$ cat src/sv/msr_pkg.sv
// Package for the modular scale ratio block: widths, word types and FSM encoding.
package msr_pkg;

    // Width of moduli, residues and scales
    localparam int MOD_W = 31;
    // Width of the signed Bezout coefficients, with headroom for shifted copies
    localparam int COEF_W = MOD_W + 3;
    // Counter width for bit positions 0 .. MOD_W-1
    localparam int CNT_W = $clog2(MOD_W);
    // Reset value of the plaintext modulus
    localparam logic [MOD_W-1:0] MOD_RESET = MOD_W'(65537);

    // Input word
    typedef struct packed {
        logic [MOD_W-1:0] target_scale;
        logic [MOD_W-1:0] source_scale;
    } item_t;

    // Result word
    typedef struct packed {
        logic [MOD_W-1:0] scale_factor;
        logic             not_invertible;
    } result_t;

    // Sequencer states, one-hot
    typedef enum logic [6:0] {
        ST_IDLE   = 7'b0000001,
        ST_REDUCE = 7'b0000010,
        ST_CHECK  = 7'b0000100,
        ST_ALIGN  = 7'b0001000,
        ST_SUB    = 7'b0010000,
        ST_MUL    = 7'b0100000,
        ST_DONE   = 7'b1000000
    } state_t;

endpackage

$ cat src/sv/modular_scale_ratio.sv
// Top level: bit-serial modular inverse of the source scale and multiply by the target scale.
//
//  channel   | signals                      | dir | handshake
//  ----------+------------------------------+-----+------------------------------------
//  item      | item (item_t)                | in  | taken when start & !busy
//  result    | result (result_t)            | out | valid for one cycle while done is high
//  config    | cfg_wdata (plain modulus)    | in  | written when cfg_we is high
//
// One word at a time. The steps are bit-serial reduction, then the Euclid loop (per quotient q:
// alignment shifts of the divisor, then one subtract step per quotient bit and a check, at
// most about 46 quotients), then a bit-serial modular multiply, then the done state that shows
// the result. A modulus below two goes straight to the done state in the cycle after the
// accepting edge.
// Reset sets the modulus to 65537 and returns the sequencer to idle.
// busy stays high from the accepting edge through the done cycle; the receiver cannot stall.
module modular_scale_ratio (
    input  logic                     clk,
    input  logic                     rst_n,
    input  logic                     start,
    input  msr_pkg::item_t           item,
    output logic                     busy,
    output logic                     done,
    output msr_pkg::result_t         result,
    input  logic                     cfg_we,
    input  logic [msr_pkg::MOD_W-1:0] cfg_wdata
);
    import msr_pkg::*;

    // One step of MSB-first reduction: (2r + b) mod m, with r < m
    function automatic logic [MOD_W-1:0] red_step(input logic [MOD_W-1:0] r,
                                                  input logic b,
                                                  input logic [MOD_W-1:0] m);
        logic [MOD_W:0] x;
        x = {r, b};
        if (x >= {1'b0, m})
            return MOD_W'(x - {1'b0, m});
        else
            return x[MOD_W-1:0];
    endfunction

    state_t                    state_reg, state_next;
    logic [MOD_W-1:0]          mod_reg;
    logic [CNT_W-1:0]          cnt_reg, cnt_next;
    logic [MOD_W-1:0]          tsh_reg, tsh_next;
    logic [MOD_W-1:0]          ssh_reg, ssh_next;
    logic [MOD_W-1:0]          tgt_reg, tgt_next;
    logic [MOD_W:0]            ra_reg, ra_next;
    logic [MOD_W:0]            rb_reg, rb_next;
    logic [MOD_W:0]            dv_reg, dv_next;
    logic signed [COEF_W-1:0]  sa_reg, sa_next;
    logic signed [COEF_W-1:0]  sb_reg, sb_next;
    logic signed [COEF_W-1:0]  sd_reg, sd_next;
    logic [MOD_W-1:0]          inv_reg, inv_next;
    logic [MOD_W-1:0]          acc_reg, acc_next;
    logic                      ninv_reg, ninv_next;

    // Shared datapath terms
    logic [MOD_W+1:0]          mul_v;
    logic [MOD_W+1:0]          mod_x1;
    logic [MOD_W+1:0]          mod_x2;
    logic                      sub_ok;
    logic [MOD_W:0]            ra_sub;
    logic signed [COEF_W-1:0]  sa_sub;
    logic signed [COEF_W-1:0]  sa_fix;
    logic [CNT_W-1:0]          last_bit;

    assign last_bit = CNT_W'(MOD_W - 1);
    assign mod_x1   = {2'b00, mod_reg};
    assign mod_x2   = {1'b0, mod_reg, 1'b0};

    // Double-and-add term of the modular multiply, below 3t
    assign mul_v = {1'b0, acc_reg, 1'b0}
                 + (inv_reg[MOD_W-1] ? {2'b00, tgt_reg} : {(MOD_W+2){1'b0}});

    // Conditional subtract of the shifted divisor
    assign sub_ok = (dv_reg <= ra_reg);
    assign ra_sub = sub_ok ? (ra_reg - dv_reg) : ra_reg;
    assign sa_sub = sub_ok ? (sa_reg - sd_reg) : sa_reg;

    // Negative coefficient folded into [0, t)
    assign sa_fix = sa_reg[COEF_W-1] ? (sa_reg + $signed({3'b000, mod_reg})) : sa_reg;

    // Sequencer and datapath next state
    always_comb
    begin
        state_next = state_reg;
        cnt_next   = cnt_reg;
        tsh_next   = tsh_reg;
        ssh_next   = ssh_reg;
        tgt_next   = tgt_reg;
        ra_next    = ra_reg;
        rb_next    = rb_reg;
        dv_next    = dv_reg;
        sa_next    = sa_reg;
        sb_next    = sb_reg;
        sd_next    = sd_reg;
        inv_next   = inv_reg;
        acc_next   = acc_reg;
        ninv_next  = ninv_reg;

        unique case (state_reg)
            ST_IDLE:
            begin
                if (start)
                begin
                    if (mod_reg < MOD_W'(2))
                    begin
                        // Modulus out of range: zero result, flagged
                        acc_next   = '0;
                        ninv_next  = 1'b1;
                        state_next = ST_DONE;
                    end
                    else
                    begin
                        tsh_next   = item.target_scale;
                        ssh_next   = item.source_scale;
                        tgt_next   = '0;
                        rb_next    = '0;
                        cnt_next   = '0;
                        state_next = ST_REDUCE;
                    end
                end
            end

            ST_REDUCE:
            begin
                // Both inputs reduced mod t, one bit per cycle
                tgt_next = red_step(tgt_reg, tsh_reg[MOD_W-1], mod_reg);
                rb_next  = {1'b0, red_step(rb_reg[MOD_W-1:0], ssh_reg[MOD_W-1], mod_reg)};
                tsh_next = {tsh_reg[MOD_W-2:0], 1'b0};
                ssh_next = {ssh_reg[MOD_W-2:0], 1'b0};
                cnt_next = cnt_reg + CNT_W'(1);
                if (cnt_reg == last_bit)
                begin
                    ra_next    = {1'b0, mod_reg};
                    sa_next    = '0;
                    sb_next    = COEF_W'(1);
                    state_next = ST_CHECK;
                end
            end

            ST_CHECK:
            begin
                if (rb_reg == '0)
                begin
                    // Euclid finished: ra holds the gcd, sa the coefficient
                    ninv_next  = (ra_reg != (MOD_W+1)'(1));
                    inv_next   = (ra_reg == (MOD_W+1)'(1)) ? sa_fix[MOD_W-1:0] : '0;
                    acc_next   = '0;
                    cnt_next   = '0;
                    state_next = ST_MUL;
                end
                else
                begin
                    dv_next    = rb_reg;
                    sd_next    = sb_reg;
                    cnt_next   = '0;
                    state_next = ST_ALIGN;
                end
            end

            ST_ALIGN:
            begin
                // Shift the divisor up until its double would pass the remainder
                if ({dv_reg, 1'b0} <= {1'b0, ra_reg})
                begin
                    dv_next  = {dv_reg[MOD_W-1:0], 1'b0};
                    sd_next  = sd_reg <<< 1;
                    cnt_next = cnt_reg + CNT_W'(1);
                end
                else
                begin
                    state_next = ST_SUB;
                end
            end

            ST_SUB:
            begin
                // One quotient bit per cycle, coefficient updated alongside
                dv_next = dv_reg >> 1;
                sd_next = sd_reg >>> 1;
                if (cnt_reg == '0)
                begin
                    ra_next    = rb_reg;
                    rb_next    = ra_sub;
                    sa_next    = sb_reg;
                    sb_next    = sa_sub;
                    state_next = ST_CHECK;
                end
                else
                begin
                    ra_next  = ra_sub;
                    sa_next  = sa_sub;
                    cnt_next = cnt_reg - CNT_W'(1);
                end
            end

            ST_MUL:
            begin
                // MSB-first double-and-add modulo t
                priority if (mul_v >= mod_x2)
                    acc_next = MOD_W'(mul_v - mod_x2);
                else if (mul_v >= mod_x1)
                    acc_next = MOD_W'(mul_v - mod_x1);
                else
                    acc_next = mul_v[MOD_W-1:0];
                inv_next = {inv_reg[MOD_W-2:0], 1'b0};
                cnt_next = cnt_reg + CNT_W'(1);
                if (cnt_reg == last_bit)
                    state_next = ST_DONE;
            end

            ST_DONE:
            begin
                state_next = ST_IDLE;
            end

            default:
            begin
                state_next = ST_IDLE;
            end
        endcase
    end

    // Control state and modulus register
    always_ff @(posedge clk or negedge rst_n)
    begin
        if (!rst_n)
        begin
            state_reg <= ST_IDLE;
            cnt_reg   <= '0;
            mod_reg   <= MOD_RESET;
        end
        else
        begin
            state_reg <= state_next;
            cnt_reg   <= cnt_next;
            if (cfg_we)
                mod_reg <= cfg_wdata;
        end
    end

    // Datapath registers
    always_ff @(posedge clk)
    begin
        tsh_reg  <= tsh_next;
        ssh_reg  <= ssh_next;
        tgt_reg  <= tgt_next;
        ra_reg   <= ra_next;
        rb_reg   <= rb_next;
        dv_reg   <= dv_next;
        sa_reg   <= sa_next;
        sb_reg   <= sb_next;
        sd_reg   <= sd_next;
        inv_reg  <= inv_next;
        acc_reg  <= acc_next;
        ninv_reg <= ninv_next;
    end

    // Outputs
    assign busy                  = (state_reg != ST_IDLE);
    assign done                  = (state_reg == ST_DONE);
    assign result.scale_factor   = acc_reg;
    assign result.not_invertible = ninv_reg;

    // An accepted word keeps the block busy on the next cycle
    a_accept_busy: assert property (@(posedge clk) disable iff (!rst_n)
        (start && !busy) |=> busy)
        else $error("block not busy after accepting a word");

    // Aligned divisor never exceeds the partial remainder
    a_align_range: assert property (@(posedge clk) disable iff (!rst_n)
        (state_reg == ST_ALIGN) |-> (dv_reg <= ra_reg))
        else $error("divisor aligned past remainder");

    // Euclid remainders strictly decrease
    a_rem_order: assert property (@(posedge clk) disable iff (!rst_n)
        ((state_reg == ST_CHECK) && (rb_reg != '0)) |-> (rb_reg < ra_reg))
        else $error("Euclid remainder out of order");

    // A flagged word carries a zero factor
    a_flag_zero: assert property (@(posedge clk) disable iff (!rst_n)
        (done && result.not_invertible) |-> (result.scale_factor == '0))
        else $error("non-invertible word with nonzero factor");

endmodule
$ cat config.mk
export PLATFORM = sky130hd
export DESIGN_NAME = modular_scale_ratio
export DESIGN_NICKNAME = d
export VERILOG_FILES = /design/src/sv/msr_pkg.sv /design/src/sv/modular_scale_ratio.sv
export SDC_FILE = /design/constraint.sdc
export NUM_CORES = 1
export LEC_CHECK = 0
export BUFFER_PORTS_ARGS = -buffer_cell sky130_fd_sc_hd__buf_2
export CAP_MARGIN = 20
export CORE_MARGIN = 2
export CORE_UTILIZATION = 58
export DETAILED_ROUTE_END_ITERATION = 7
export GPL_ROUTABILITY_DRIVEN = 0
export PLACE_DENSITY_LB_ADDON = 0.08
export SLEW_MARGIN = 20
export SYNTH_ARGS = -nofsm -noshare
export SYNTH_HDL_FRONTEND = slang
export SYNTH_SLANG_ARGS = --single-unit
$ cat constraint.sdc
create_clock -name clk -period 7.62 [get_ports clk]
set_clock_uncertainty 0.15 [all_clocks]
set_input_delay 0.762 -clock clk [delete_from_list [all_inputs] [get_ports clk]]
set_output_delay 0.762 -clock clk [all_outputs]
set_load 0.005 [all_outputs]
== Word level (Yosys, flattened, before mapping) ==
Index checks and enable logic that the tools add are counted.
W data, S select, Z words.

* Shift-type cells: 0
* Equality and inequality tests: 22
* Multiplexer cells: 60
* Add/subtract/negate cells: 10
* $mul: 0
* Magnitude comparators: 7
* Bitwise gates (word level): 1
* Div/mod/pow operators: 0
* Reductions and logical operators: 23

{| class="wikitable"
|+ Operators with widths
! kind !! number
|-
| $mux W31 || 17
|-
| $mux W32 || 8
|-
| $pmux W31 S2 || 4
|-
| $mux W34 || 7
|-
| $pmux W32 S3 || 2
|-
| $pmux W34 S2 || 2
|-
| $sub A31 B31 Y31 || 4
|-
| $pmux W34 S3 || 1
|-
| $pmux W31 S3 || 1
|-
| $ge A32 B31 Y1 || 2
|-
| $pmux W32 S2 || 1
|-
| $mux W7 || 6
|-
| $pmux W7 S6 || 1
|-
| $sub A34 B34 Y34 || 1
|-
| $add A32 B31 Y33 || 1
|-
| $ge A33 B31 Y1 || 1
|-
| $ge A33 B32 Y1 || 1
|-
| $le A33 B32 Y1 || 1
|-
| $eq A32 B1 Y1 const B || 1
|-
| $le A32 B32 Y1 || 1
|-
| $logic_not A32 Y1 || 1
|-
| $ne A32 B1 Y1 const B || 1
|-
| $sub A32 B32 Y32 || 1
|-
| $add A31 B31 Y31 || 1
|-
| 28 further kinds || 56
|}

* Output and inout bits: 34
* Word-level logic and storage cells: 139
* Input bits: 97
* Memories kept: 0
* Bits in read-only memories: 0
* Latch bits: 0
* Memory bits (writable): 0
* Bits in registers: 397

== Longest topological paths before layout ==
* Word-level depth: 6
* Depth in mapped cells: 25
* Mapped depth without buffers: 23

== Worst setup path before layout ==
No wires, ideal clock.

* Kind: register to register
* Start: register ra_reg[2]
* End: register dv_reg[0], enable pin
* Data arrival time: 6.690 ns
* Library setup time: 0.585 ns
* Setup slack: 0.195 ns
* Stages on the path, launching flop included: 11
* Required time: 6.885 ns
* Buffers on the path: 0
* Clock period less this slack: 7.425 ns
* Cell sequence: edfxtp_1 inv_1 ha_1 a21o_1 a21o_1 a211oi_1 o21ai_0 a211oi_1 o211ai_1 and3_1 a211oi_1

* Cells in the longest elaborated chain, start to end: 3

{| class="wikitable"
|+ Ends and longest elaborated chain
! what !! line !! source
|-
| from (decl) || modular_scale_ratio.sv:47 || <nowiki>logic [MOD_W:0] ra_reg, ra_next;</nowiki>
|-
| from (signal assigned) || modular_scale_ratio.sv:249 || <nowiki>ra_reg <= ra_next;</nowiki>
|-
| $le A33 B32 Y1 || modular_scale_ratio.sv:165 || <nowiki>if ({dv_reg, 1'b0} <= {1'b0, ra_reg})</nowiki>
|-
| $ne A2 B2 Y1 (no line) || - ||
|-
| $reduce_and A3 Y1 (no line) || - ||
|-
| to (signal assigned) || modular_scale_ratio.sv:251 || <nowiki>dv_reg <= dv_next;</nowiki>
|-
| to (decl) || modular_scale_ratio.sv:49 || <nowiki>logic [MOD_W:0] dv_reg, dv_next;</nowiki>
|}

Every way passes these cells.
A chain may end at the register's enable or synchronous reset.

== Final worst setup path ==
* Start: register inv_reg[30]
* End: register acc_reg[4] (data pin)

* Cells in the longest elaborated chain, start to end: 6
* Elaborated cells on any way between the ends: 9
* Those cells by class: add/sub: 3; order compare: 2; mux: 4

{| class="wikitable"
|+ Ends and longest elaborated chain
! what !! line !! source
|-
| from (decl) || modular_scale_ratio.sv:53 || <nowiki>logic [MOD_W-1:0] inv_reg, inv_next;</nowiki>
|-
| from (signal assigned) || modular_scale_ratio.sv:255 || <nowiki>inv_reg <= inv_next;</nowiki>
|-
| $mux W31 (*) || modular_scale_ratio.sv:73 || <nowiki>+ (inv_reg[MOD_W-1] ? {2'b00, tgt_reg} : {(MOD_W+2){1'b0}});</nowiki>
|-
| $add A32 B31 Y33 (*) || modular_scale_ratio.sv:73 ||
|-
| $sub A31 B31 Y31 / $ge A33 B31 Y1 (equally long branches) || modular_scale_ratio.sv:204, modular_scale_ratio.sv:203 ||
|-
| $mux W31 || modular_scale_ratio.sv:203 || <nowiki>else if (mul_v >= mod_x1)</nowiki>
|-
| $mux W31 (*) || modular_scale_ratio.sv:201 || <nowiki>priority if (mul_v >= mod_x2)</nowiki>
|-
| $pmux W31 S3 (*) || modular_scale_ratio.sv:101 || <nowiki>unique case (state_reg)</nowiki>
|-
| to (signal assigned) || modular_scale_ratio.sv:256 || <nowiki>acc_reg <= acc_next;</nowiki>
|-
| to (decl) || modular_scale_ratio.sv:54 || <nowiki>logic [MOD_W-1:0] acc_reg, acc_next;</nowiki>
|}

Mark *: on every way between the ends. The rest lies on a longest branch, timed or not.

==> results.json <==
{
  "outcome": "complete, but fails checks",
  "violations": "negative hold slack",
  "core-area_um2": 56200,
  "synth_top_family_by_area": "compound AO/OA/AOI/OAI gates",
  "hpwlAfterDp_um": 78000,
  "nets": 4154,
  "pwr_density_cell_nw_per_um2": 514,
  "synthMuxAreaShare_pct": 3.52,
  "synth-seq-area-share_pct": 35.7,
  "syn-mean-instance-area_um2": 8.84,
  "postCtsHoldBufs": 0,
  "grt_pass1_vias": 29500,
  "hold_class": "input pin to async pin",
  "synth-xor-area-share_pct": 5.57,
  "viasPerCell": 6.57,
  "slew_viol_final": 0,
  "drtAntennaViolNets": 0,
  "drv_cap": 0,
  "synthArstFlopShare_pct": 10.8,
  "antenna_found_initial": 2,
  "drtIter0Drc": 3101,
  "cp_common_cell": "a21oi_1",
  "cts_root_buf": "clkbuf_16",
  "synth_compound_area_share_pct": 22.9,
  "synth_ff_type": "edfxtp_1",
  "max_stage_delay_ns": 0.77,
  "synth.net_count": 4106,
  "clock_path_buffers": 3,
  "io_buffers": 130,
  "irDropWorstVdd_mv": 0.628,
  "yosysMostFrequentCell": "nand2_1",
  "ys_top_cells_by_area": "edfxtp_1, ha_1, nand2_1, a21oi_1, xnor2_1",
  "rsz0062_at_grt": "no",
  "insertion_delay_ns": 0.62,
  "path_max_fanout": 31,
  "n_fill_cell": 4854,
  "wire_per_inst_um": 23.5,
  "synth_adder_area_share_pct": 11.3,
  "netlist_instances": 3717,
  "ys_types": 98,
  "cp-end-kind": "register",
  "crit_chain": "and2_1, ha_1, a211oi_1, o21ai_1, a31oi_1, o21ai_1, o2bb2ai_1, o311ai_0, a21oi_1, o21bai_1, xnor2_1, inv_1, ha_1, a21o_1, a21o_1, a21oi_1, o311ai_1, a211oi_2, and2_1, buf_4, a21oi_1, a211oi_1",
  "setup_viol_count_final": 0,
  "die_area_um2": 58500,
  "power_frac_clock_pct": 12.4,
  "grt_pass1_wl_um": 165000,
  "drt-total-wl_um": 107000,
  "switchingPower_w": 0.00917,
  "cp.required_ns": 7.92,
  "yosys_warnings": 0,
  "clk_pin_slew_ns": 0.06,
  "rows": 87,
  "drc": 0,
  "track_usage_pct": 35.8,
  "cp.arrival_ns": 7.21,
  "start_util_pct": 58.5,
  "drive_gt1_share_pct": 8.31,
  "holdWs_ns": -0.00711,
  "slew_headroom_pct": 27.9,
  "max_freq_mhz": 145,
  "crit_slowest_cell": "edfxtp_1",
  "finalHoldViolations": 3,
  "pin_count": 131,
  "num_vias": 29900,
  "tns_ns": 0,
  "combPwrFrac_pct": 67.5,
  "post_cts_buffers": 0,
  "yosys.area_share.simple_pct": 16.7,
  "timing.final.crit_share_pct": 90.7,
  "p_leak_nw": 15.2,
  "synth_edf_count": 354,
  "yosysTopAreaCellShare_pct": 32.4,
  "p_int_w": 0.00917,
  "start_kind": "register",
  "worstMarginPinSlew_ns": 1.08,
  "fin_crit_ns": 6.91,
  "die_width_um": 242,
  "htree_levels": 2,
  "drt_first_pass_iters": 6,
  "cts_buffers": 47,
  "ctsResizeCount": 0,
  "cts_tree": "built",
  "area_growth_pct": 8.58,
  "synth_seq_cells": 397,
  "die_y_um": 242,
  "synthesis.area_um2": 32800,
  "placed_cell_area_um2": 34100,
  "yosysTopAreaCell": "edfxtp_1",
  "overflow": 0,
  "cts.sinks": 397,
  "grt_max_degree": 87,
  "pwr-share-seq_pct": 20.1,
  "worst-setup-path-type": "register to register",
  "stdcell_area_um2": 35700,
  "synthTopCellsByCount": "nand2_1, edfxtp_1, nor2_1",
  "switching_share_pct": 50.0
}
[metrics by stage]
stage / power [W] / std cells / worst slack, ns / utilization, %
6_report: 0.0183 / 4558 / 0.711 / 63.5
2_1_floorplan: 0.0127 / 3717 / 0.195 / -
5_1_grt: 0.0195 / 4557 / 0.258 / 63.5
4_1_cts: 0.0180 / 4557 / 0.879 / 63.5
3_5_place_dp: 0.0156 / 4472 / 0.876 / 60.7
3_3_place_gp: 0.0153 / 4472 / 1.13 / 60.7
[path summary, 6_finish.rpt]
kind,depth (start not counted),slack [ns],endpoint,start
max in group asynchronous,1,6.86,state_reg[3],rst_n
hold reg to reg,2,0.35,ssh_reg[22],ssh_reg[21]
hold / removal,1,-0.007,mod_reg[8],rst_n
setup reg to reg,22,0.71,acc_reg[4],inv_reg[30]
setup / recovery,22,0.71,acc_reg[4],inv_reg[30]
min in group clk,3,0.20,mod_reg[8],cfg_wdata[8]
[placed cells by master (no fill, tap or decap), types with 35 or more instances in the layout]
master,netlist,layout
a211oi_1,65,64
a21o_1,132,132
a21oi_1,292,290
a31oi_1,38,38
and2_1,48,47
buf_2,19,129
clkbuf_16,0,50
dfrtp_1,40,40
edfxtp_1,354,354
ha_1,283,283
inv_1,198,198
mux2i_1,110,110
nand2_1,486,482
nand3_1,72,71
nand4_1,44,44
nor2_1,300,299
nor3_1,52,52
nor4_1,35,35
o21a_1,42,42
o21ai_0,234,234
o221ai_1,64,64
o22ai_1,38,38
xnor2_1,147,147
xor2_1,62,62
[cell families (layout without fill, tap and decap cells)]
kind of cell	after synthesis	after routing
compound gates	1145	1145
xor+xnor	209	209
fa+ha+maj	292	292
buf+inv	359	443
flops	397	397
mux	115	115
other cells	0	1
simple gates	1200	1200
[power by group through the flow]
stage | Combinational, W | Clock (W) | Sequential, W
finish | 0.0124 | 0.00228 | 0.00368
global route | 0.0134 | 0.00238 | 0.00370
CTS | 0.0120 | 0.00230 | 0.00365
detailed placement | 0.0120 | 0 | 0.00368
global placement | 0.0116 | 0 | 0.00367
floorplan | 0.00927 | 0 | 0.00347
[critical path: cells and delay by family (launching register included)]
| kind | cells | cell delay [ns] |
|---|---|---|
| AO/OA/AOI/OAI | 15 | 3.50 |
| AND/OR/NAND/NOR | 2 | 1.00 |
| flip-flops | 1 | 0.77 |
| adder cells (fa/ha/maj) | 2 | 0.62 |
| buffers and inverters | 2 | 0.48 |
| XOR/XNOR | 1 | 0.19 |
[per-layer routing]
| layer | routed length [µm] | vias up | track usage, % |
|---|---|---|---|
| li1 | - | 13900 | - |
| met1 | 41500 | 14100 | 44.3 |
| met2 | 47400 | 1564 | 56.7 |
| met3 | 9040 | 420 | 5.63 |
| met4 | 9330 | 2 | 26.8 |
| met5 | 13 | - | 0 |
[cell type report]
class	instances	area (µm²)	area share [%]
clock buffer	70	1410	3.94
sequential	397	11700	32.8
tap	756	946	2.65
antenna	1	2.50	0.00702
inverter	198	743	2.08
clock inverter	15	139	0.389
multi-input combinational	2961	19800	55.6
timing repair buffer	160	878	2.46
Note: power is estimated with default switching activity, not from simulation.
